**src/hdl/obsz_pkg.sv**
```systemverilog
`timescale 1ns / 1ps

package obsz_pkg;

  // sweep geometry
  localparam logic [15:0] PosQuarter = 16'd4096;
  localparam logic [15:0] PosTurn    = 16'd8192;
  localparam logic [15:0] PosStop    = 16'd12288;
  localparam logic [16:0] ZoomHalf   = 17'd2048;
  localparam logic [15:0] QuotMax    = 16'hFFFF;

  // divider
  localparam int unsigned DivSteps = 16;
  localparam int unsigned CntW     = $clog2(DivSteps);

  // configuration register indexes
  localparam int unsigned CfgIdxW = 2;
  localparam int unsigned CfgDataW = 13;
  localparam logic [CfgIdxW-1:0] CfgScanTime  = 2'd0;
  localparam logic [CfgIdxW-1:0] CfgZoom      = 2'd1;
  localparam logic [CfgIdxW-1:0] CfgButtonLag = 2'd2;

  // input kinds
  localparam logic KindTick  = 1'b0;
  localparam logic KindPress = 1'b1;

  // controller states
  typedef enum logic [3:0] {
    StIdle = 4'b0001,
    StPrep = 4'b0010,
    StDiv  = 4'b0100,
    StFin  = 4'b1000
  } state_e;

  // controller to datapath
  typedef struct packed {
    logic capture;
    logic prep;
    logic div_step;
    logic finish;
  } ctrl_cmd_t;

  // datapath to controller
  typedef struct packed {
    logic active;
    logic sat;
    logic out_free;
  } dp_sts_t;

  // zoom factor clamped to 1..16
  function automatic logic [4:0] zoom_clamp(input logic [4:0] z);
    logic [4:0] r;
    r = z;
    if (z == 5'd0) r = 5'd1;
    else if (z > 5'd16) r = 5'd16;
    return r;
  endfunction

  // 2048 / z for z in 1..16
  function automatic logic [11:0] zoom_in_half(input logic [4:0] z);
    logic [11:0] r;
    unique case (z)
      5'd1:    r = 12'd2048;
      5'd2:    r = 12'd1024;
      5'd3:    r = 12'd682;
      5'd4:    r = 12'd512;
      5'd5:    r = 12'd409;
      5'd6:    r = 12'd341;
      5'd7:    r = 12'd292;
      5'd8:    r = 12'd256;
      5'd9:    r = 12'd227;
      5'd10:   r = 12'd204;
      5'd11:   r = 12'd186;
      5'd12:   r = 12'd170;
      5'd13:   r = 12'd157;
      5'd14:   r = 12'd146;
      5'd15:   r = 12'd136;
      default: r = 12'd128;
    endcase
    return r;
  endfunction

endpackage

```
**src/hdl/obsz_intf.sv**
```systemverilog
`timescale 1ns / 1ps

// input items: timer ticks and button presses
interface obsz_in_if;
  logic        valid;
  logic        ready;
  logic        kind;
  logic [31:0] time_ms;
  modport source (output valid, kind, time_ms, input ready);
  modport sink (input valid, kind, time_ms, output ready);
endinterface

// result items
interface obsz_out_if;
  logic               valid;
  logic               ready;
  logic               scanning;
  logic [12:0]        marker_location;
  logic               zoom_valid;
  logic signed [16:0] zoom_low;
  logic signed [16:0] zoom_high;
  modport source (output valid, scanning, marker_location, zoom_valid, zoom_low,
                  zoom_high, input ready);
  modport sink (input valid, scanning, marker_location, zoom_valid, zoom_low,
                zoom_high, output ready);
endinterface

// configuration writes
interface obsz_cfg_if;
  logic        valid;
  logic        ready;
  logic [1:0]  wr_index;
  logic [12:0] wr_data;
  modport source (output valid, wr_index, wr_data, input ready);
  modport sink (input valid, wr_index, wr_data, output ready);
endinterface

```
**src/hdl/obsz_ctrl.sv**
```systemverilog
`timescale 1ns / 1ps

module obsz_ctrl
  import obsz_pkg::*;
(
  input  logic      clk_i,
  input  logic      rst_ni,
  input  logic      in_valid_i,
  output logic      in_ready_o,
  input  dp_sts_t   sts_i,
  output ctrl_cmd_t cmd_o
);

  state_e          state_q, state_d;
  logic [CntW-1:0] cnt_q, cnt_d;

  // next state and commands
  always_comb begin
    state_d = state_q;
    cnt_d   = cnt_q;
    cmd_o   = '0;
    in_ready_o = 1'b0;
    unique case (state_q)
      StIdle: begin
        in_ready_o = 1'b1;
        if (in_valid_i) begin
          cmd_o.capture = 1'b1;
          state_d = StPrep;
        end
      end
      StPrep: begin
        cmd_o.prep = 1'b1;
        cnt_d = '0;
        state_d = sts_i.active ? StDiv : StFin;
      end
      StDiv: begin
        // saturated quotient needs no division
        if (sts_i.sat) begin
          state_d = StFin;
        end else begin
          cmd_o.div_step = 1'b1;
          cnt_d = cnt_q + 1'b1;
          if (cnt_q == CntW'(DivSteps - 1)) state_d = StFin;
        end
      end
      StFin: begin
        if (sts_i.out_free) begin
          cmd_o.finish = 1'b1;
          state_d = StIdle;
        end
      end
      default: state_d = StIdle;
    endcase
  end

  // state registers
  always_ff @(posedge clk_i or negedge rst_ni) begin
    if (!rst_ni) begin
      state_q <= StIdle;
      cnt_q   <= '0;
    end else begin
      state_q <= state_d;
      cnt_q   <= cnt_d;
    end
  end

endmodule

```
**src/hdl/obsz_dp.sv**
```systemverilog
`timescale 1ns / 1ps

module obsz_dp
  import obsz_pkg::*;
(
  input  logic        clk_i,
  input  logic        rst_ni,
  input  logic        kind_i,
  input  logic [31:0] time_ms_i,
  input  ctrl_cmd_t   cmd_i,
  output dp_sts_t     sts_o,
  obsz_cfg_if.sink    cfg_i,
  obsz_out_if.source  out_o
);

  // configuration registers
  logic [12:0] scan_q;
  logic [4:0]  zoom_q;
  logic [9:0]  lag_q;

  // sweep state
  logic        active_q, active_d;
  logic [31:0] start_q, start_d;
  logic [12:0] pos_q, pos_d;

  // captured item and divider
  logic        kind_q;
  logic [31:0] time_q;
  logic        sat_q;
  logic [12:0] rem_q;
  logic [15:0] shf_q;

  // result register
  logic               ov_q;
  logic               o_scan_q;
  logic [12:0]        o_pos_q;
  logic               o_zv_q;
  logic [16:0]        o_lo_q;
  logic [16:0]        o_hi_q;

  logic [31:0] elapsed;
  logic [31:0] lagged;
  logic [31:0] operand;
  logic [31:0] sat_limit;
  logic [13:0] trial;
  logic [13:0] diff;
  logic        ge;
  logic [15:0] quot;
  logic [15:0] fold16;
  logic [12:0] fold;
  logic [4:0]  zeff;
  logic [11:0] half_in;
  logic [16:0] span_out;
  logic        zv;
  logic [16:0] lo, hi;

  assign cfg_i.ready = 1'b1;

  // configuration writes
  always_ff @(posedge clk_i or negedge rst_ni) begin
    if (!rst_ni) begin
      scan_q <= 13'd100;
      zoom_q <= 5'd1;
      lag_q  <= 10'd25;
    end else if (cfg_i.valid) begin
      priority if (cfg_i.wr_index == CfgScanTime) begin
        scan_q <= cfg_i.wr_data;
      end else if (cfg_i.wr_index == CfgZoom) begin
        zoom_q <= cfg_i.wr_data[4:0];
      end else if (cfg_i.wr_index == CfgButtonLag) begin
        lag_q <= cfg_i.wr_data[9:0];
      end
    end
  end

  // elapsed time, lag clamped at zero, saturation test
  always_comb begin
    elapsed   = time_q - start_q;
    lagged    = (elapsed > {22'd0, lag_q}) ? elapsed - {22'd0, lag_q} : 32'd0;
    operand   = (kind_q == KindPress) ? lagged : elapsed;
    sat_limit = {15'd0, scan_q, 4'd0};
  end

  // one restoring division step
  always_comb begin
    trial = {rem_q, shf_q[15]};
    diff  = trial - {1'b0, scan_q};
    ge    = trial >= {1'b0, scan_q};
  end

  // item capture and divider registers
  always_ff @(posedge clk_i) begin
    if (cmd_i.capture) begin
      kind_q <= kind_i;
      time_q <= time_ms_i;
    end
    if (cmd_i.prep) begin
      sat_q <= operand >= sat_limit;
      rem_q <= operand[16:4];
      shf_q <= {operand[3:0], 12'd0};
    end else if (cmd_i.div_step) begin
      rem_q <= ge ? diff[12:0] : trial[12:0];
      shf_q <= {shf_q[14:0], ge};
    end
  end

  // position, fold and zoom interval
  always_comb begin
    quot     = sat_q ? QuotMax : shf_q;
    fold16   = (quot > PosQuarter) ? PosTurn - quot : quot;
    fold     = fold16[12:0];
    zeff     = zoom_clamp(zoom_q);
    half_in  = zoom_in_half(zeff);
    span_out = {1'b0, zeff, 11'd0};
    active_d = active_q;
    start_d  = start_q;
    pos_d    = pos_q;
    zv       = 1'b0;
    lo       = '0;
    hi       = '0;
    if (kind_q == KindTick) begin
      if (active_q) begin
        if (quot > PosTurn) begin
          if (quot > PosStop) active_d = 1'b0;
          pos_d = '0;
        end else begin
          pos_d = fold;
        end
      end
    end else if (active_q) begin
      zv       = 1'b1;
      active_d = 1'b0;
      if (quot > PosTurn) begin
        lo    = ZoomHalf - span_out;
        hi    = ZoomHalf + span_out;
        pos_d = '0;
      end else begin
        lo    = {4'd0, fold} - {5'd0, half_in};
        hi    = {4'd0, fold} + {5'd0, half_in};
        pos_d = fold;
      end
    end else begin
      active_d = 1'b1;
      start_d  = time_q;
    end
  end

  // sweep state update
  always_ff @(posedge clk_i or negedge rst_ni) begin
    if (!rst_ni) begin
      active_q <= 1'b0;
      start_q  <= '0;
      pos_q    <= '0;
    end else if (cmd_i.finish) begin
      active_q <= active_d;
      start_q  <= start_d;
      pos_q    <= pos_d;
    end
  end

  // result valid flag
  always_ff @(posedge clk_i or negedge rst_ni) begin
    if (!rst_ni) begin
      ov_q <= 1'b0;
    end else if (cmd_i.finish) begin
      ov_q <= 1'b1;
    end else if (out_o.ready) begin
      ov_q <= 1'b0;
    end
  end

  // result payload
  always_ff @(posedge clk_i) begin
    if (cmd_i.finish) begin
      o_scan_q <= active_d;
      o_pos_q  <= pos_d;
      o_zv_q   <= zv;
      o_lo_q   <= lo;
      o_hi_q   <= hi;
    end
  end

  assign out_o.valid           = ov_q;
  assign out_o.scanning        = o_scan_q;
  assign out_o.marker_location = o_pos_q;
  assign out_o.zoom_valid      = o_zv_q;
  assign out_o.zoom_low        = $signed(o_lo_q);
  assign out_o.zoom_high       = $signed(o_hi_q);

  assign sts_o.active   = active_q;
  assign sts_o.sat      = sat_q;
  assign sts_o.out_free = !ov_q || out_o.ready;

endmodule

```
**src/hdl/one_button_scan_zoom_top.sv**
```systemverilog
// single-switch scanning controller
// in_i carries timer ticks (kind 0) and button presses (kind 1) with the
// current time in ms; every item gives exactly one result on out_o.
// cfg_i writes scan time (index 0), zoom factor (index 1) and button lag
// (index 2); it is always ready; the user must write it only while the block
// is idle, as the block does not enforce this. without a sweep an item goes
// through capture, prep and finish; a saturated position skips the divider;
// otherwise a restoring divider gives the position quotient, one bit per cycle.
// the block works on one item at a time; in_i.ready is high only between items.
// results sit in an output register, so the next item is taken while a result
// still waits; if the receiver stalls, the following item waits at its last
// step until the register frees up.
// reset clears the sweep state and loads the register defaults
// (scan time 100, zoom 1, lag 25); out_o.valid is low after reset.
`timescale 1ns / 1ps

module one_button_scan_zoom_top
  import obsz_pkg::*;
(
  input  logic       clk_i,
  input  logic       rst_ni,
  obsz_in_if.sink    in_i,
  obsz_out_if.source out_o,
  obsz_cfg_if.sink   cfg_i
);

  ctrl_cmd_t cmd;
  dp_sts_t   sts;

  // sequencer
  obsz_ctrl u_ctrl (
    .clk_i      (clk_i),
    .rst_ni     (rst_ni),
    .in_valid_i (in_i.valid),
    .in_ready_o (in_i.ready),
    .sts_i      (sts),
    .cmd_o      (cmd)
  );

  // divider, sweep state and result register
  obsz_dp u_dp (
    .clk_i     (clk_i),
    .rst_ni    (rst_ni),
    .kind_i    (in_i.kind),
    .time_ms_i (in_i.time_ms),
    .cmd_i     (cmd),
    .sts_o     (sts),
    .cfg_i     (cfg_i),
    .out_o     (out_o)
  );

endmodule

```
**src/flat_wrapper.sv**
```systemverilog
// flat-port wrapper written by rule: the top's interface ports become plain ports
module one_button_scan_zoom_top_flat import obsz_pkg::*;
  (clk_i, rst_ni, in_i_valid, in_i_kind, in_i_time_ms, in_i_ready, out_o_valid, out_o_scanning, out_o_marker_location, out_o_zoom_valid, out_o_zoom_low, out_o_zoom_high, out_o_ready, cfg_i_valid, cfg_i_wr_index, cfg_i_wr_data, cfg_i_ready);
  obsz_in_if in_i_i ();
  obsz_out_if out_o_i ();
  obsz_cfg_if cfg_i_i ();
  input  logic clk_i;
  input  logic rst_ni;
  input wire logic [$bits(in_i_i.valid)-1:0] in_i_valid;
  input wire logic [$bits(in_i_i.kind)-1:0] in_i_kind;
  input wire logic [$bits(in_i_i.time_ms)-1:0] in_i_time_ms;
  output wire logic [$bits(in_i_i.ready)-1:0] in_i_ready;
  output wire logic [$bits(out_o_i.valid)-1:0] out_o_valid;
  output wire logic [$bits(out_o_i.scanning)-1:0] out_o_scanning;
  output wire logic [$bits(out_o_i.marker_location)-1:0] out_o_marker_location;
  output wire logic [$bits(out_o_i.zoom_valid)-1:0] out_o_zoom_valid;
  output wire logic [$bits(out_o_i.zoom_low)-1:0] out_o_zoom_low;
  output wire logic [$bits(out_o_i.zoom_high)-1:0] out_o_zoom_high;
  input wire logic [$bits(out_o_i.ready)-1:0] out_o_ready;
  input wire logic [$bits(cfg_i_i.valid)-1:0] cfg_i_valid;
  input wire logic [$bits(cfg_i_i.wr_index)-1:0] cfg_i_wr_index;
  input wire logic [$bits(cfg_i_i.wr_data)-1:0] cfg_i_wr_data;
  output wire logic [$bits(cfg_i_i.ready)-1:0] cfg_i_ready;
  assign in_i_i.valid = in_i_valid;
  assign in_i_i.kind = in_i_kind;
  assign in_i_i.time_ms = in_i_time_ms;
  assign in_i_ready = in_i_i.ready;
  assign out_o_valid = out_o_i.valid;
  assign out_o_scanning = out_o_i.scanning;
  assign out_o_marker_location = out_o_i.marker_location;
  assign out_o_zoom_valid = out_o_i.zoom_valid;
  assign out_o_zoom_low = out_o_i.zoom_low;
  assign out_o_zoom_high = out_o_i.zoom_high;
  assign out_o_i.ready = out_o_ready;
  assign cfg_i_i.valid = cfg_i_valid;
  assign cfg_i_i.wr_index = cfg_i_wr_index;
  assign cfg_i_i.wr_data = cfg_i_wr_data;
  assign cfg_i_ready = cfg_i_i.ready;
  one_button_scan_zoom_top u_core (.clk_i(clk_i), .rst_ni(rst_ni), .in_i(in_i_i), .out_o(out_o_i), .cfg_i(cfg_i_i));
endmodule
```
**config.mk**
```make
export PLATFORM = sky130hd
export DESIGN_NAME = one_button_scan_zoom_top_flat
export DESIGN_NICKNAME = d
export VERILOG_FILES = /design/src/hdl/obsz_pkg.sv /design/src/hdl/obsz_intf.sv /design/src/hdl/obsz_ctrl.sv /design/src/hdl/obsz_dp.sv /design/src/hdl/one_button_scan_zoom_top.sv /design/src/flat_wrapper.sv
export SDC_FILE = /design/constraint.sdc
export NUM_CORES = 1
export LEC_CHECK = 0
export BUFFER_PORTS_ARGS = -buffer_cell sky130_fd_sc_hd__buf_2
export CAP_MARGIN = 20
export CORE_MARGIN = 1
export CORE_UTILIZATION = 30
export DETAILED_ROUTE_END_ITERATION = 16
export REMOVE_ABC_BUFFERS = 1
export SETUP_SLACK_MARGIN = 0.5
export SLEW_MARGIN = 15
export SYNTH_ARGS = -nofsm -noshare
export SYNTH_HDL_FRONTEND = slang
export SYNTH_SLANG_ARGS = --single-unit
```
**constraint.sdc**
```tcl
create_clock -name clk_i -period 6.4 [get_ports clk_i]
set_input_delay 0.64 -clock clk_i [delete_from_list [all_inputs] [get_ports clk_i]]
set_output_delay 0.64 -clock clk_i [all_outputs]
set_load 0.005 [all_outputs]
```
### Yosys cells after proc, flatten, opt, wreduce, memory -nomap -nowiden

Memories as Yosys holds them, arrays and structs flattened.
Cells that the tools add are included.

| cells by class | value |
|---|---|
| bitwise gates (word level) | 3 |
| mux-type cells | 40 |
| add/sub/neg operators | 9 |
| reductions and logical operators | 14 |
| $lt $le $gt $ge | 7 |
| equal/unequal tests | 11 |

Operators with widths:

| kind | number |
|---|---|
| 13-bit 2-to-1 mux | 6 |
| 32-bit 2-to-1 mux | 2 |
| 16-bit 2-to-1 mux | 3 |
| 17-bit 2-to-1 mux | 2 |
| 32-bit by 17-bit >= comparator with 1-bit output | 1 |
| 16-bit by 14-bit > comparator with 1-bit output, second input constant | 2 |
| 32-bit by 10-bit > comparator with 1-bit output | 1 |
| 32-bit by 10-bit subtractor with 32-bit output | 1 |
| 32-bit subtractor | 1 |
| 4-bit 2-to-1 mux | 6 |
| 12-bit by 16-bit adder with 17-bit output, first input constant | 1 |
| 12-bit by 16-bit subtractor with 17-bit output, first input constant | 1 |
| 16-bit by 13-bit > comparator with 1-bit output, second input constant | 1 |
| 1-bit 2-to-1 mux | 16 |
| 4-bit one-hot mux with 4 select lines | 1 |
| 13-bit by 12-bit adder with 14-bit output | 1 |
| 14-bit by 13-bit >= comparator with 1-bit output | 1 |
| 13-bit by 12-bit subtractor with 14-bit output | 1 |
| 1-bit by 13-bit subtractor with 13-bit output, first input constant | 1 |
| 13-bit subtractor | 1 |
| 12-bit 2-to-1 mux | 1 |
| 5-bit 2-to-1 mux | 2 |
| 3-bit AND reduction | 3 |
| 4-bit == test, second input constant | 2 |
| 19 further kinds | 26 |

| storage, ports and cells | value |
|---|---|
| ROM bits | 192 |
| memories kept | 1 |
| register bits | 195 |
| logic and storage cells | 105 |

Memory list:

| memory | words | bits a word | read ports | clocked after memory_dff | write ports | RTL line | RTL |
|---|---|---|---|---|---|---|---|
| (name not given) | 16 | 12 | 1 | 0 | 0 | obsz_pkg.sv:62 | `unique case (z)` |

### Depth between registers and ports, before layout

Gate-level depths: netlist (run 1).
An unclocked memory read counts as a cell.

| depth | value |
|---|---|
| depth in word-level cells | 7 |
| gate-level depth with buffers | 30 |

### Cells and area by module

From an unflattened synthesis (run 1), not the netlist that was laid out.

| second synthesis, totals | value |
|---|---|
| cells, all modules | 1405 |
| area, all modules | 13392.8 µm² |

By module, submodules not included:

| module | cells an instance | area an instance (µm²) | seq. area each (µm²) | times used |
|---|---|---|---|---|
| obsz_dp | 1362 | 12954.9 | 5098.6 | 1 |
| obsz_ctrl | 43 | 437.9 | 201.4 | 1 |

### Worst setup path before layout (run 1)

No wires, ideal clock.

| timing | value |
|---|---|
| path kind | register -> register |
| start point | register u_core.u_dp.time_q[0] |
| end point | register u_core.u_dp.sat_q, data pin |
| required time | 6139 ps |
| clock period less this slack | 5660 ps |
| slack | 740 ps |
| cell stages (with the launch flop) | 31 |
| data arrival time | 5399 ps |
| path buffers | 1 |
| library setup time | 261 ps |
| path through | edfxtp_1 > inv_1 > ha_1 > inv_1 > fa_1 > a211oi_2 > o21ai_2 > a31oi_1 > xor2_1 > inv_1 > ha_1 > a21o_1 > a21oi_1 > nor2b_1 > a41oi_1 > or4b_1 > nor4_2 > and2_1 > buf_4 > nor2_1 > ha_1 > nor2b_1 > o21ai_0 > nand2b_1 > a21oi_1 > nor2b_1 > o21ai_0 > nand2b_1 > a221oi_1 > a21boi_0 > a221o_1 |

| between the ends | value |
|---|---|
| word-level cells in the longest chain between the ends | 5 |
| elaborated cells on any way between the ends | 6 |
| classes of those cells | add/sub (2); order compare (2); mux (2) |

RTL lines:

| element | RTL line | RTL |
|---|---|---|
| start, declared | obsz_dp.sv:28 | `logic [31:0] time_q;` |
| start signal, assigned | obsz_dp.sv:95 | `time_q <= time_ms_i;` |
| 32-bit subtractor (*) | obsz_dp.sv:78 | `elapsed = time_q - start_q;` |
| 32-bit by 10-bit subtractor with 32-bit output / 32-bit by 10-bit > comparator with 1-bit output (equally long branches) | obsz_dp.sv:79 | `lagged = (elapsed > {22'd0, lag_q}) ? elapsed - {22'd0, lag_q} : 32'd0;` |
| 32-bit 2-to-1 mux | obsz_dp.sv:79 |  |
| 32-bit 2-to-1 mux (*) | obsz_dp.sv:80 | `operand = (kind_q == KindPress) ? lagged : elapsed;` |
| 32-bit by 17-bit >= comparator with 1-bit output (*) | obsz_dp.sv:98 | `sat_q <= operand >= sat_limit;` |
| end signal, assigned | obsz_dp.sv:98 |  |
| end, declared | obsz_dp.sv:29 | `logic sat_q;` |

Mark *: on every way between the ends. The rest lies on a longest branch, timed or not.
A chain may end at the register's enable or synchronous reset.

### Worst setup path in the final report (run 1)

Ends and elaborated chain as after synthesis.

==> summary.md, run 1 <==
| Metric | Value |
|---|---|
| Status | `finished, final reports clean` |
| Minimum clock period | `~5.7 ns` |
| Rel. slew slack | `between 30 and 40%` |
| CORE AREA | `43500 µm²` |
| FMAX | `roughly 0.18 GHz` |
| Post-synth EDFFs | `a little under 100` |
| GRT Residual Overflow | `0` |
| Mapped Area | `13300 µm²` |
| Sequential-to-total area share from yosys stat | `a little under 40%` |
| Clk root buf | `clkbuf_16` |
| Initial core utilization | `around 31%` |
| Setup violators final | `0` |
| # diodes | `0` |
| Synth cell count leaders | `133 x nand2_1, 120 x inv_1, 105 x ha_1` |
| DP Wirelength | `around 25 mm` |
| Via count | `approximately 10000` |
| Kind of critical path | `register to register` |
| Initial antenna violation count | `0` |
| Worst Hold Class | `input pin to asynchronous set/reset pin` |
| CTS buffer count | `17` |
| Worst Path Arrival | `5.93 ns` |
| Site row count | `76` |
| Async SR Flop Fraction | `42.8%` |
| Cell Pwr Density | `roughly 360 nW/µm²` |
| Total GRT Usage | `approximately 15%` |
| Ys Warns | `0` |
| DR WL/cell | `15.7 µm` |
| Primary FF master, synth | `edfxtp_1` |
| Die area | `45300 µm²` |
| Buf/Inv on CP | `3` |
| Ratio of cells with drive above 1 in the final layout | `21.3%` |
| CTS tree | `done` |
| Max clock buf depth | `2` |
| Yosys top cell by area | `edfxtp_1` |
| Routed Antenna Nets | `0` |
| Die width | `213 µm` |
| Crit path max fanout | `4` |
| Number of port buffers | `between 100 and 150` |
| Die Span Y | `approximately 210 µm` |
| Slew @ Worst Pin | `0.939 ns` |
| Vias/cell | `~5.0` |
| Post-synth top area share | `between 20 and 25%` |
| Netlist cell types | `95` |
| Post-route DRC | `0` |
| P&R area growth vs syn | `16.1%` |
| Clk sink count | `194` |
| Vias in the first global route | `approximately 10000` |
| Cell mode on critical path | `ha_4` |
| Critical Path Max Stage Delay | `roughly 0.58 ns` |
| Largest net degree at the start of global routing | `roughly 70` |
| Initial DRC Count | `roughly 620` |
| Clock-pin slew on the worst setup and hold paths | `~0.080 ns` |
| Pins Over Slew Limit | `0` |
| Worst VDD drop | `0.000243 V` |
| Detailed Route WL | `33.1 mm` |
| Worst Clk Skew | `approximately 0.0094 ns` |
| Final net count | `roughly 1700` |
| P_leak | `6.48 nW` |
| H-tree levels | `4` |
| Period utilisation layout | `about nine tenths` |
| Fin. Hold Viols | `0` |
| Max-cap viol count | `0` |
| Most numerous cell in the Yosys netlist | `nand2_1` |
| Final Instance Area | `about 15000 µm²` |
| CP max-delay cell | `or4b_4` |
| Gpl congestion | `~0.9` |
| Worst skew pair latency | `0.47 ns` |
| FILL cells | `4447` |
| Total Negative Setup Slacks | `0 ns` |
| First-pass GRT wire length | `53.2 mm` |
| Pre-Repair DR Iteration Count | `5` |
| Num ports | `roughly 110` |
| Critical path endpoint category | `register` |
| Data required time of the worst path | `around 6.6 ns` |
| Placed cell areas | `between 10000 and 15000 µm²` |
| Top Family by Delay on Critical Path | `compound AO/OA/AOI/OAI gates` |
| Critical path startpoint category | `register` |
| Avg Inst Size Synth | `between 9 and 10 µm²` |
| RSZ-0062 raised after global routing | `true` |
| Gate Count Post-Synth | `roughly 1400` |
| Number of synthesized register bits | `194` |
| Largest cells by area after synthesis | `edfxtp_1 22%, dfrtp_1 14%, ha_1 9.9%, mux2_2 5.0%, nand2_1 3.7%` |
metal layers:
layer / vias up / track usage [%] / part of all wire, %
li1: 5230 / - / -
met3: 34 / 2.69 / 3.2
met5: - / 0 / 0
met4: 0 / 5.38 / 2.0
met1: 4965 / 18.3 / 45
met2: 186 / 26.2 / 50
sequential cells by signal, indices dropped and copies added (netlist names), 4 cells and up:
register / flops
u_core.u_dp.time_q: 32
u_core.u_dp.start_q: 32
u_core.u_dp.out_o.zoom_low: 16
u_core.u_dp.zoom_q: 5
u_core.u_dp.rem_q: 13
u_core.u_ctrl.cnt_q: 4
u_core.u_dp.out_o.zoom_high: 17
u_core.u_dp.lag_q: 10
u_core.u_dp.out_o.marker_location: 13
u_core.u_ctrl.state_q: 4
u_core.u_dp.scan_q: 13
u_core.u_dp.shf_q: 16
u_core.u_dp.pos_q: 13
what timing repair did:
item | in CTS | in global routing
endpoints found under the setup margin | 1 | 13
hold buffers | 0 | 0
pin swaps | 10 | 24
cloned | 0 | 0
setup buffers | 4 | 9
gates resized for setup | 15 | 44
per-stage QoR:
step           cells  util [%]  hold slack [ns]  setup WS, ns  power [W]
6_report        2104      35.6            0.158         0.689    0.00554
5_1_grt         2104      35.6            0.205         0.334    0.00597
4_1_cts         2095      35.0            0.170         0.494    0.00542
3_5_place_dp    2059      33.3            0.472        0.0908    0.00418
3_3_place_gp    2059      33.3            0.456         0.233    0.00415
2_1_floorplan   1351         -            0.344         0.701    0.00353
logic make-up (layout without fill, tap and decap cells):
| logic type | count (synthesis) | in the layout | synth area share (%) |
|---|---|---|---|
| flops | 194 | 194 | 39.8 |
| compound gates | 359 | 359 | 17.5 |
| fa+ha+maj | 110 | 110 | 10.6 |
| mux | 71 | 71 | 5.88 |
| simple gates | 427 | 427 | 16.5 |
| xor+xnor | 66 | 66 | 4.34 |
| other cells | 2 | 2 | 0.0563 |
| buf+inv | 172 | 290 | 5.39 |
cell usage in the layout (no fill, tap or decap), types with 10 or more instances in the layout:
master       n
nand2_1    133
inv_1      117
buf_2      102
edfxtp_1    99
ha_1        98
nor2_1      87
a21oi_1     81
o21ai_0     77
dfrtp_1     75
mux2_2      59
xnor2_1     36
buf_4       33
nor3_1      32
a21o_1      28
xor2_1      26
nand2b_1    24
nor2b_1     24
o21a_1      18
clkbuf_16   17
o22ai_1     16
nand3_1     15
a21oi_2     15
o211ai_1    14
a31oi_1     13
nand4_1     13
mux2i_1     12
dfxtp_1     12
a211oi_1    10
and3_1      10
nor4_1      10
worst paths after layout:
kind	slack, ns	startpoint	cells past startpoint	to
min in group clk_i	0.34	in_i_time_ms[30]	1	u_core.u_dp.time_q[30]
max in group asynchronous	5.14	rst_ni	2	u_core.u_dp.start_q[10]
min	0.16	rst_ni	1	u_core.u_dp.pos_q[2]
max	0.69	u_core.u_dp.time_q[0]	29	u_core.u_dp.sat_q
min reg2reg	0.48	u_core.u_dp.pos_q[1]	2	u_core.u_dp.pos_q[1]
max reg2reg	0.69	u_core.u_dp.time_q[0]	29	u_core.u_dp.sat_q
power by group:
| group | leakage (nW) | internal, W | switching, W |
|---|---|---|---|
| clock network | 0.305 | 0.000626 | 0.000521 |
| logic | 4.08 | 0.00117 | 0.00158 |
| registers | 2.10 | 0.00151 | 0.000125 |
area by class of cell:
| class | count | area [µm²] | share of cell area [%] |
|---|---|---|---|
| repair buffers | 136 | 769 | 4.97 |
| inverters | 122 | 458 | 2.96 |
| clock buffers | 17 | 425 | 2.75 |
| well taps | 585 | 732 | 4.73 |
| clock inverters | 15 | 199 | 1.29 |
| flip-flops and latches | 194 | 5300 | 34.2 |
| multi-input cells | 1035 | 7600 | 49.1 |
(Power assumes the default switching activity.)
==> run 2: changes to the inputs <==
--- a/config.mk
+++ b/config.mk
@@ -7,9 +7,12 @@
 export LEC_CHECK = 0
 export BUFFER_PORTS_ARGS = -buffer_cell sky130_fd_sc_hd__buf_2
 export CAP_MARGIN = 20
+export CORE_ASPECT_RATIO = 1.75
 export CORE_MARGIN = 1
 export CORE_UTILIZATION = 30
+export CTS_CLUSTER_SIZE = 30
 export DETAILED_ROUTE_END_ITERATION = 16
+export GPL_ROUTABILITY_DRIVEN = 0
 export REMOVE_ABC_BUFFERS = 1
 export SETUP_SLACK_MARGIN = 0.5
 export SLEW_MARGIN = 15
==> summary.md, run 2 (same netlist as run 1, synthesis figures left out) <==
| Metric | Value |
|---|---|
| DP Wirelength | `roughly 27 mm` |
| Worst Clk Skew | `about 0.014 ns` |
| Worst r2r src | `u_core.u_dp.time_q[0]` |
| Critical path endpoint category | `register` |
| Hold_buf cts | `0` |
| Num ports | `105` |
| CORE AREA | `43600 µm²` |
| Post-route DRC | `0` |
| CTS buffer count | `17` |
| Vias/cell | `5.09` |
| Initial antenna violation count | `2` |
| Slew @ Worst Pin | `approximately 0.94 ns` |
| Status | `finished, final reports clean` |
| Max clock buf depth | `2` |
| Number of port buffers | `roughly 100` |
| Critical R2R Capture | `u_core.u_dp.sat_q` |
| Vias in the first global route | `around 11000` |
| Initial DRC Count | `around 450` |
| P&R area growth vs syn | `17.8%` |
| Psw | `around 0.0024 W` |
| Worst skew pair latency | `approximately 0.47 ns` |
| Cell mode on critical path | `buf_4` |
| Critical path startpoint category | `register` |
| Most common cell after layout, fill and taps aside | `nand2_1` |
| Gate power share | `a little over half` |
| Detailed Route WL | `roughly 36 mm` |
| Ratio of cells with drive above 1 in the final layout | `23.2%` |
| Internal power | `0.00337 W` |
| Worst VDD drop | `between 0.0002 and 0.00025 V` |
| P_leak | `6.61 nW` |
| Fin. Hold Viols | `0` |
| CP Capture Point | `u_core.u_dp.sat_q` |
| Die width | `between 150 and 200 µm` |
| CP max-delay cell | `edfxtp_1` |
| Site row count | `around 100` |
| Final net count | `between 1500 and 2000` |
| Cell Count, Final, Fillers Out | `approximately 2100` |
| First-pass GRT wire length | `55.9 mm` |
| Pins Over Slew Limit | `0` |
| RSZ-0062 raised after global routing | `true` |
| Worst Hold Class | `input pin to asynchronous set/reset pin` |
| Crit path max fanout | `5` |
| Period utilisation layout | `about 92%` |
| Data required time of the worst path | `about 6.6 ns` |
| DR WL/cell | `approximately 17 µm` |
| CTS tree | `done` |
| R2R depth | `41` |
| Via count | `~11000` |
| Clk root buf | `clkbuf_16` |
| Initial core utilization | `a little under a third` |
| Post-Place Cells | `2036` |
| Minimum clock period | `a little under 6 ns` |
| Sw frac | `between 40% and 50%` |
| Clk sink count | `between 150 and 200` |
| GRT Residual Overflow | `0` |
| FMAX | `0.169 GHz` |
| Setup violators final | `0` |
| Worst Path Arrival | `between 6 and 7 ns` |
| Die Span Y | `roughly 280 µm` |
| R2R Setup Slk | `approximately 0.50 ns` |
| Crit. Startpoint | `u_core.u_dp.time_q[0]` |
| Hold_ws | `0.119 ns` |
| Cell Pwr Density | `368 nW/µm²` |
| Routed Antenna Nets | `0` |
| Kind of critical path | `register to register` |
| Critical Path Max Stage Delay | `~0.40 ns` |
| Pre-Repair DR Iteration Count | `6` |
| Largest net degree at the start of global routing | `68` |
| Total GRT Usage | `15.9%` |
| Most frequent cells in the layout | `133 x nand2_1, 117 x inv_1, 102 x buf_2, 99 x edfxtp_1, 95 x ha_1` |
| Clock power frac | `around a fifth` |
| Max-cap viol count | `0` |
| Final Total Pwr | `~0.0058 W` |
| # diodes | `0` |
| Sequential Power Share | `approximately 28%` |
| Total Negative Setup Slacks | `0 ns` |
| Clock-pin slew on the worst setup and hold paths | `0.08 ns` |
| H-tree levels | `4` |
| Rel. slew slack | `a little under two fifths` |
| Die area | `45300 µm²` |
-- run 2: how the worst min path moves through the flow --
| stage | slack (ns) | cells past startpoint | from | end |
|---|---|---|---|---|
| floorplan | 0.34 | 0 | rst_ni | u_core.u_ctrl.cnt_q[0] |
| global placement | 0.46 | 2 | u_core.u_dp.pos_q[1] | u_core.u_dp.pos_q[1] |
| detailed placement | 0.48 | 2 | u_core.u_dp.pos_q[1] | u_core.u_dp.pos_q[1] |
| CTS | 0.13 | 1 | rst_ni | u_core.u_dp.start_q[12] |
| global route | 0.16 | 1 | rst_ni | u_core.u_dp.start_q[13] |
| finish | 0.12 | 1 | rst_ni | u_core.u_dp.start_q[12] |
-- run 2: worst max-delay path, delay by kind of cell, from the launching register on --
family | cells | cell delay (ns)
flops | 1 | 0.40
buf+inv | 22 | 1.94
simple gates | 5 | 0.44
fa+ha+maj | 3 | 0.75
xor+xnor | 1 | 0.20
compound gates | 10 | 1.91
-- run 2: metrics by stage --
stage	cell area [µm²]	utilization [%]	setup WS [ns]
floorplan	13100	-	0.701
finish	15700	36.0	0.495
detailed placement	14400	33.1	0.209
CTS	15300	35.1	0.508
global route	15700	36.0	0.357
global placement	14400	33.1	0.375
-- run 2: power by group through the flow --
stage                     clock (W)  combinational (W)  sequential (W)
after floorplan                   0            0.00190         0.00163
after global placement            0            0.00251         0.00165
after detailed placement          0            0.00255         0.00166
after CTS                   0.00115            0.00271         0.00163
after global routing        0.00119            0.00332         0.00166
final                       0.00111            0.00304         0.00163
-- run 2: repair_timing --
item	4_1_cts	5_1_grt
buffers inserted	27	16
pin swaps	5	28
resized for setup	10	68
endpoints found under the setup margin	7	13
-- run 2: metal layers --
layer / share of wire (%) / track usage [%] / up-vias
li1: - / - / 5285
met1: 35 / 15.2 / 5110
met2: 56 / 30.9 / 258
met3: 3.1 / 2.11 / 90
met4: 5.3 / 10.8 / 0
met5: 0 / 0 / -
-- run 2: area by class of cell --
class	count	area (µm²)
Tap cell	566	708
Multi-Input combinational cell	1035	7640
Inverter	122	458
Clock buffer	17	425
Fill cell	4408	27900
Sequential cell	194	5300
Timing Repair Buffer	162	995
Clock inverter	15	181
==> run 3: changes to the inputs <==
--- a/config.mk
+++ b/config.mk
@@ -7,12 +7,14 @@
 export LEC_CHECK = 0
 export BUFFER_PORTS_ARGS = -buffer_cell sky130_fd_sc_hd__buf_2
 export CAP_MARGIN = 20
+export CELL_PAD_IN_SITES_DETAIL_PLACEMENT = 2
+export CELL_PAD_IN_SITES_GLOBAL_PLACEMENT = 2
 export CORE_ASPECT_RATIO = 1.75
 export CORE_MARGIN = 1
 export CORE_UTILIZATION = 30
-export CTS_CLUSTER_SIZE = 30
 export DETAILED_ROUTE_END_ITERATION = 16
 export GPL_ROUTABILITY_DRIVEN = 0
+export PLACE_DENSITY_LB_ADDON = 0.1
 export REMOVE_ABC_BUFFERS = 1
 export SETUP_SLACK_MARGIN = 0.5
 export SLEW_MARGIN = 15
==> summary.md, run 3 (same netlist as run 1, synthesis figures left out) <==
| Metric | Value |
|---|---|
| Status | `finished, final reports clean` |
| Pins Over Slew Limit | `0` |
| Post-route worst setup slack | `~0.63 ns` |
| Vias in the first global route | `~13000` |
| H-tree levels | `4` |
| DP Wirelength | `around 35 mm` |
| Worst r2r src | `u_core.u_dp.time_q[0]` |
| Cell Pwr Density | `~380 nW/µm²` |
| Minimum clock period | `between 5 and 6 ns` |
| Clock-pin slew on the worst setup and hold paths | `approximately 0.080 ns` |
| Die Span Y | `between 200 and 300 µm` |
| P_leak | `6.73 nW` |
| Crit. Startpoint | `u_core.u_dp.time_q[0]` |
| Most frequent cells in the layout | `133 x nand2_1, 117 x inv_1, 102 x buf_2, 99 x edfxtp_1, 96 x ha_1` |
| Cell mode on critical path | `buf_4` |
| Max-cap viol count | `0` |
| Period utilisation layout | `around 90%` |
| Initial antenna violation count | `0` |
| # diodes | `0` |
| Slew @ Worst Pin | `about 0.92 ns` |
| CTS tree | `done` |
| Total GRT Usage | `20.0%` |
| Critical path startpoint category | `register` |
| P&R area growth vs syn | `19.4%` |
| Worst Clk Skew | `roughly 0.015 ns` |
| Largest net degree at the start of global routing | `68` |
| Die area | `45300 µm²` |
| CORE AREA | `about 44000 µm²` |
| Worst Hold Class | `input pin to asynchronous set/reset pin` |
| Worst skew pair latency | `~0.47 ns` |
| Post-Place Cells | `just over 2000` |
| Critical path endpoint category | `register` |
| Most common cell after layout, fill and taps aside | `nand2_1` |
| Worst VDD drop | `around 0.00021 V` |
| FMAX | `between 0.15 and 0.2 GHz` |
| Number of port buffers | `a little over 100` |
| Site row count | `between 100 and 150` |
| Setup violators final | `0` |
| Critical Path Max Stage Delay | `between 0.3 and 0.4 ns` |
| Clk root buf | `clkbuf_16` |
| Routed Antenna Nets | `0` |
| DR WL/cell | `approximately 21 µm` |
| Post-route DRC | `0` |
| Data required time of the worst path | `around 6.6 ns` |
| Max clock buf depth | `2` |
| Pre-Repair DR Iteration Count | `4` |
| Clk sink count | `194` |
| Buf/Inv on CP | `21` |
| Register area | `about 5300 µm²` |
| CP max-delay cell | `edfxtp_1` |
| Initial core utilization | `between 30% and 40%` |
| Num ports | `105` |
| Initial DRC Count | `approximately 320` |
| Vias/cell | `between 5 and 6` |
| FILL cells | `slightly below 5000` |
| Die width | `161 µm` |
| Worst Path Arrival | `5.98 ns` |
| Detailed Route WL | `44.0 mm` |
| Cell Count, Final, Fillers Out | `roughly 2100` |
| First-pass GRT wire length | `just under 70 mm` |
| Ratio of cells with drive above 1 in the final layout | `between 20 and 25%` |
| RSZ-0062 raised after global routing | `true` |
| GRT Residual Overflow | `0` |
| Via count | `11100` |
| Kind of critical path | `register to register` |
| Final net count | `between 1500 and 2000` |
| Pre-CTS setup slack | `-0.0705 ns` |
| Multi-input gate area | `roughly 7700 µm²` |
| Top Family by Delay on Critical Path | `buffers and inverters` |
| CTS buffer count | `17` |
| Rel. slew slack | `between 30% and 40%` |
| Crit path max fanout | `4` |
| Fin. Hold Viols | `0` |
## run 3: worst reg2reg max path: cells and delay by family (launching register included)
family                     cells  cell delay (ns)
AOI/OAI and AO/OA             10             1.84
and+or+nand+nor                5             0.42
buffers and inverters         21             1.94
adders and majority gates      3             0.72
xor gates and xnor gates       1             0.22
DFF                            1             0.39
## run 3: cell type report
type / instances / share of cell area (%)
Clock inverter: 15 / 1.07
Timing Repair Buffer: 184 / 7.31
Clock buffer: 17 / 2.67
Multi-Input combinational cell: 1035 / 48.3
Sequential cell: 194 / 33.3
Inverter: 122 / 2.88
Tap cell: 566 / 4.45
## run 3: per-stage QoR
| stage | setup TNS, ns | utilization [%] | hold slack [ns] | total power (W) | instance area [µm²] |
|---|---|---|---|---|---|
| 2_1_floorplan | 0 | - | 0.344 | 0.00353 | 13100 |
| 3_3_place_gp | 0 | 33.5 | 0.452 | 0.00442 | 14600 |
| 3_5_place_dp | -0.0705 | 33.5 | 0.480 | 0.00450 | 14600 |
| 4_1_cts | 0 | 35.9 | 0.0985 | 0.00591 | 15600 |
| 5_1_grt | 0 | 36.5 | 0.119 | 0.00645 | 15900 |
| 6_report | 0 | 36.5 | 0.103 | 0.00601 | 15900 |
## run 3: final timing paths
path	slack, ns	cells after the start	endpoint
max	0.63	40	u_core.u_dp.sat_q
min	0.10	1	u_core.u_dp.scan_q[10]
max reg2reg	0.63	40	u_core.u_dp.sat_q
min reg2reg	0.49	2	u_core.u_dp.pos_q[1]
max in group asynchronous	5.11	2	u_core.u_dp.start_q[5]
min in group clk_i	0.34	1	u_core.u_dp.time_q[10]
## run 3: timing repair
item                       4_1_cts  5_1_grt
hold buffers                     0        0
buffers inserted                31        8
cloned                           0        0
gates resized for setup         39       49
pin swaps                       23       27
setup endpoints to repair       11       10
## run 3: metal layers
metal,wire (µm),track usage (%)
met1,14100,16.7
met2,26600,42.7
met3,855,2.45
met4,2410,12.1
met5,0,0
## run 3: report_power, final
part	switching, W	internal (W)	total [W]
clock network	0.000544	0.000587	0.00113
registers	0.000102	0.00152	0.00162
logic	0.00189	0.00137	0.00326
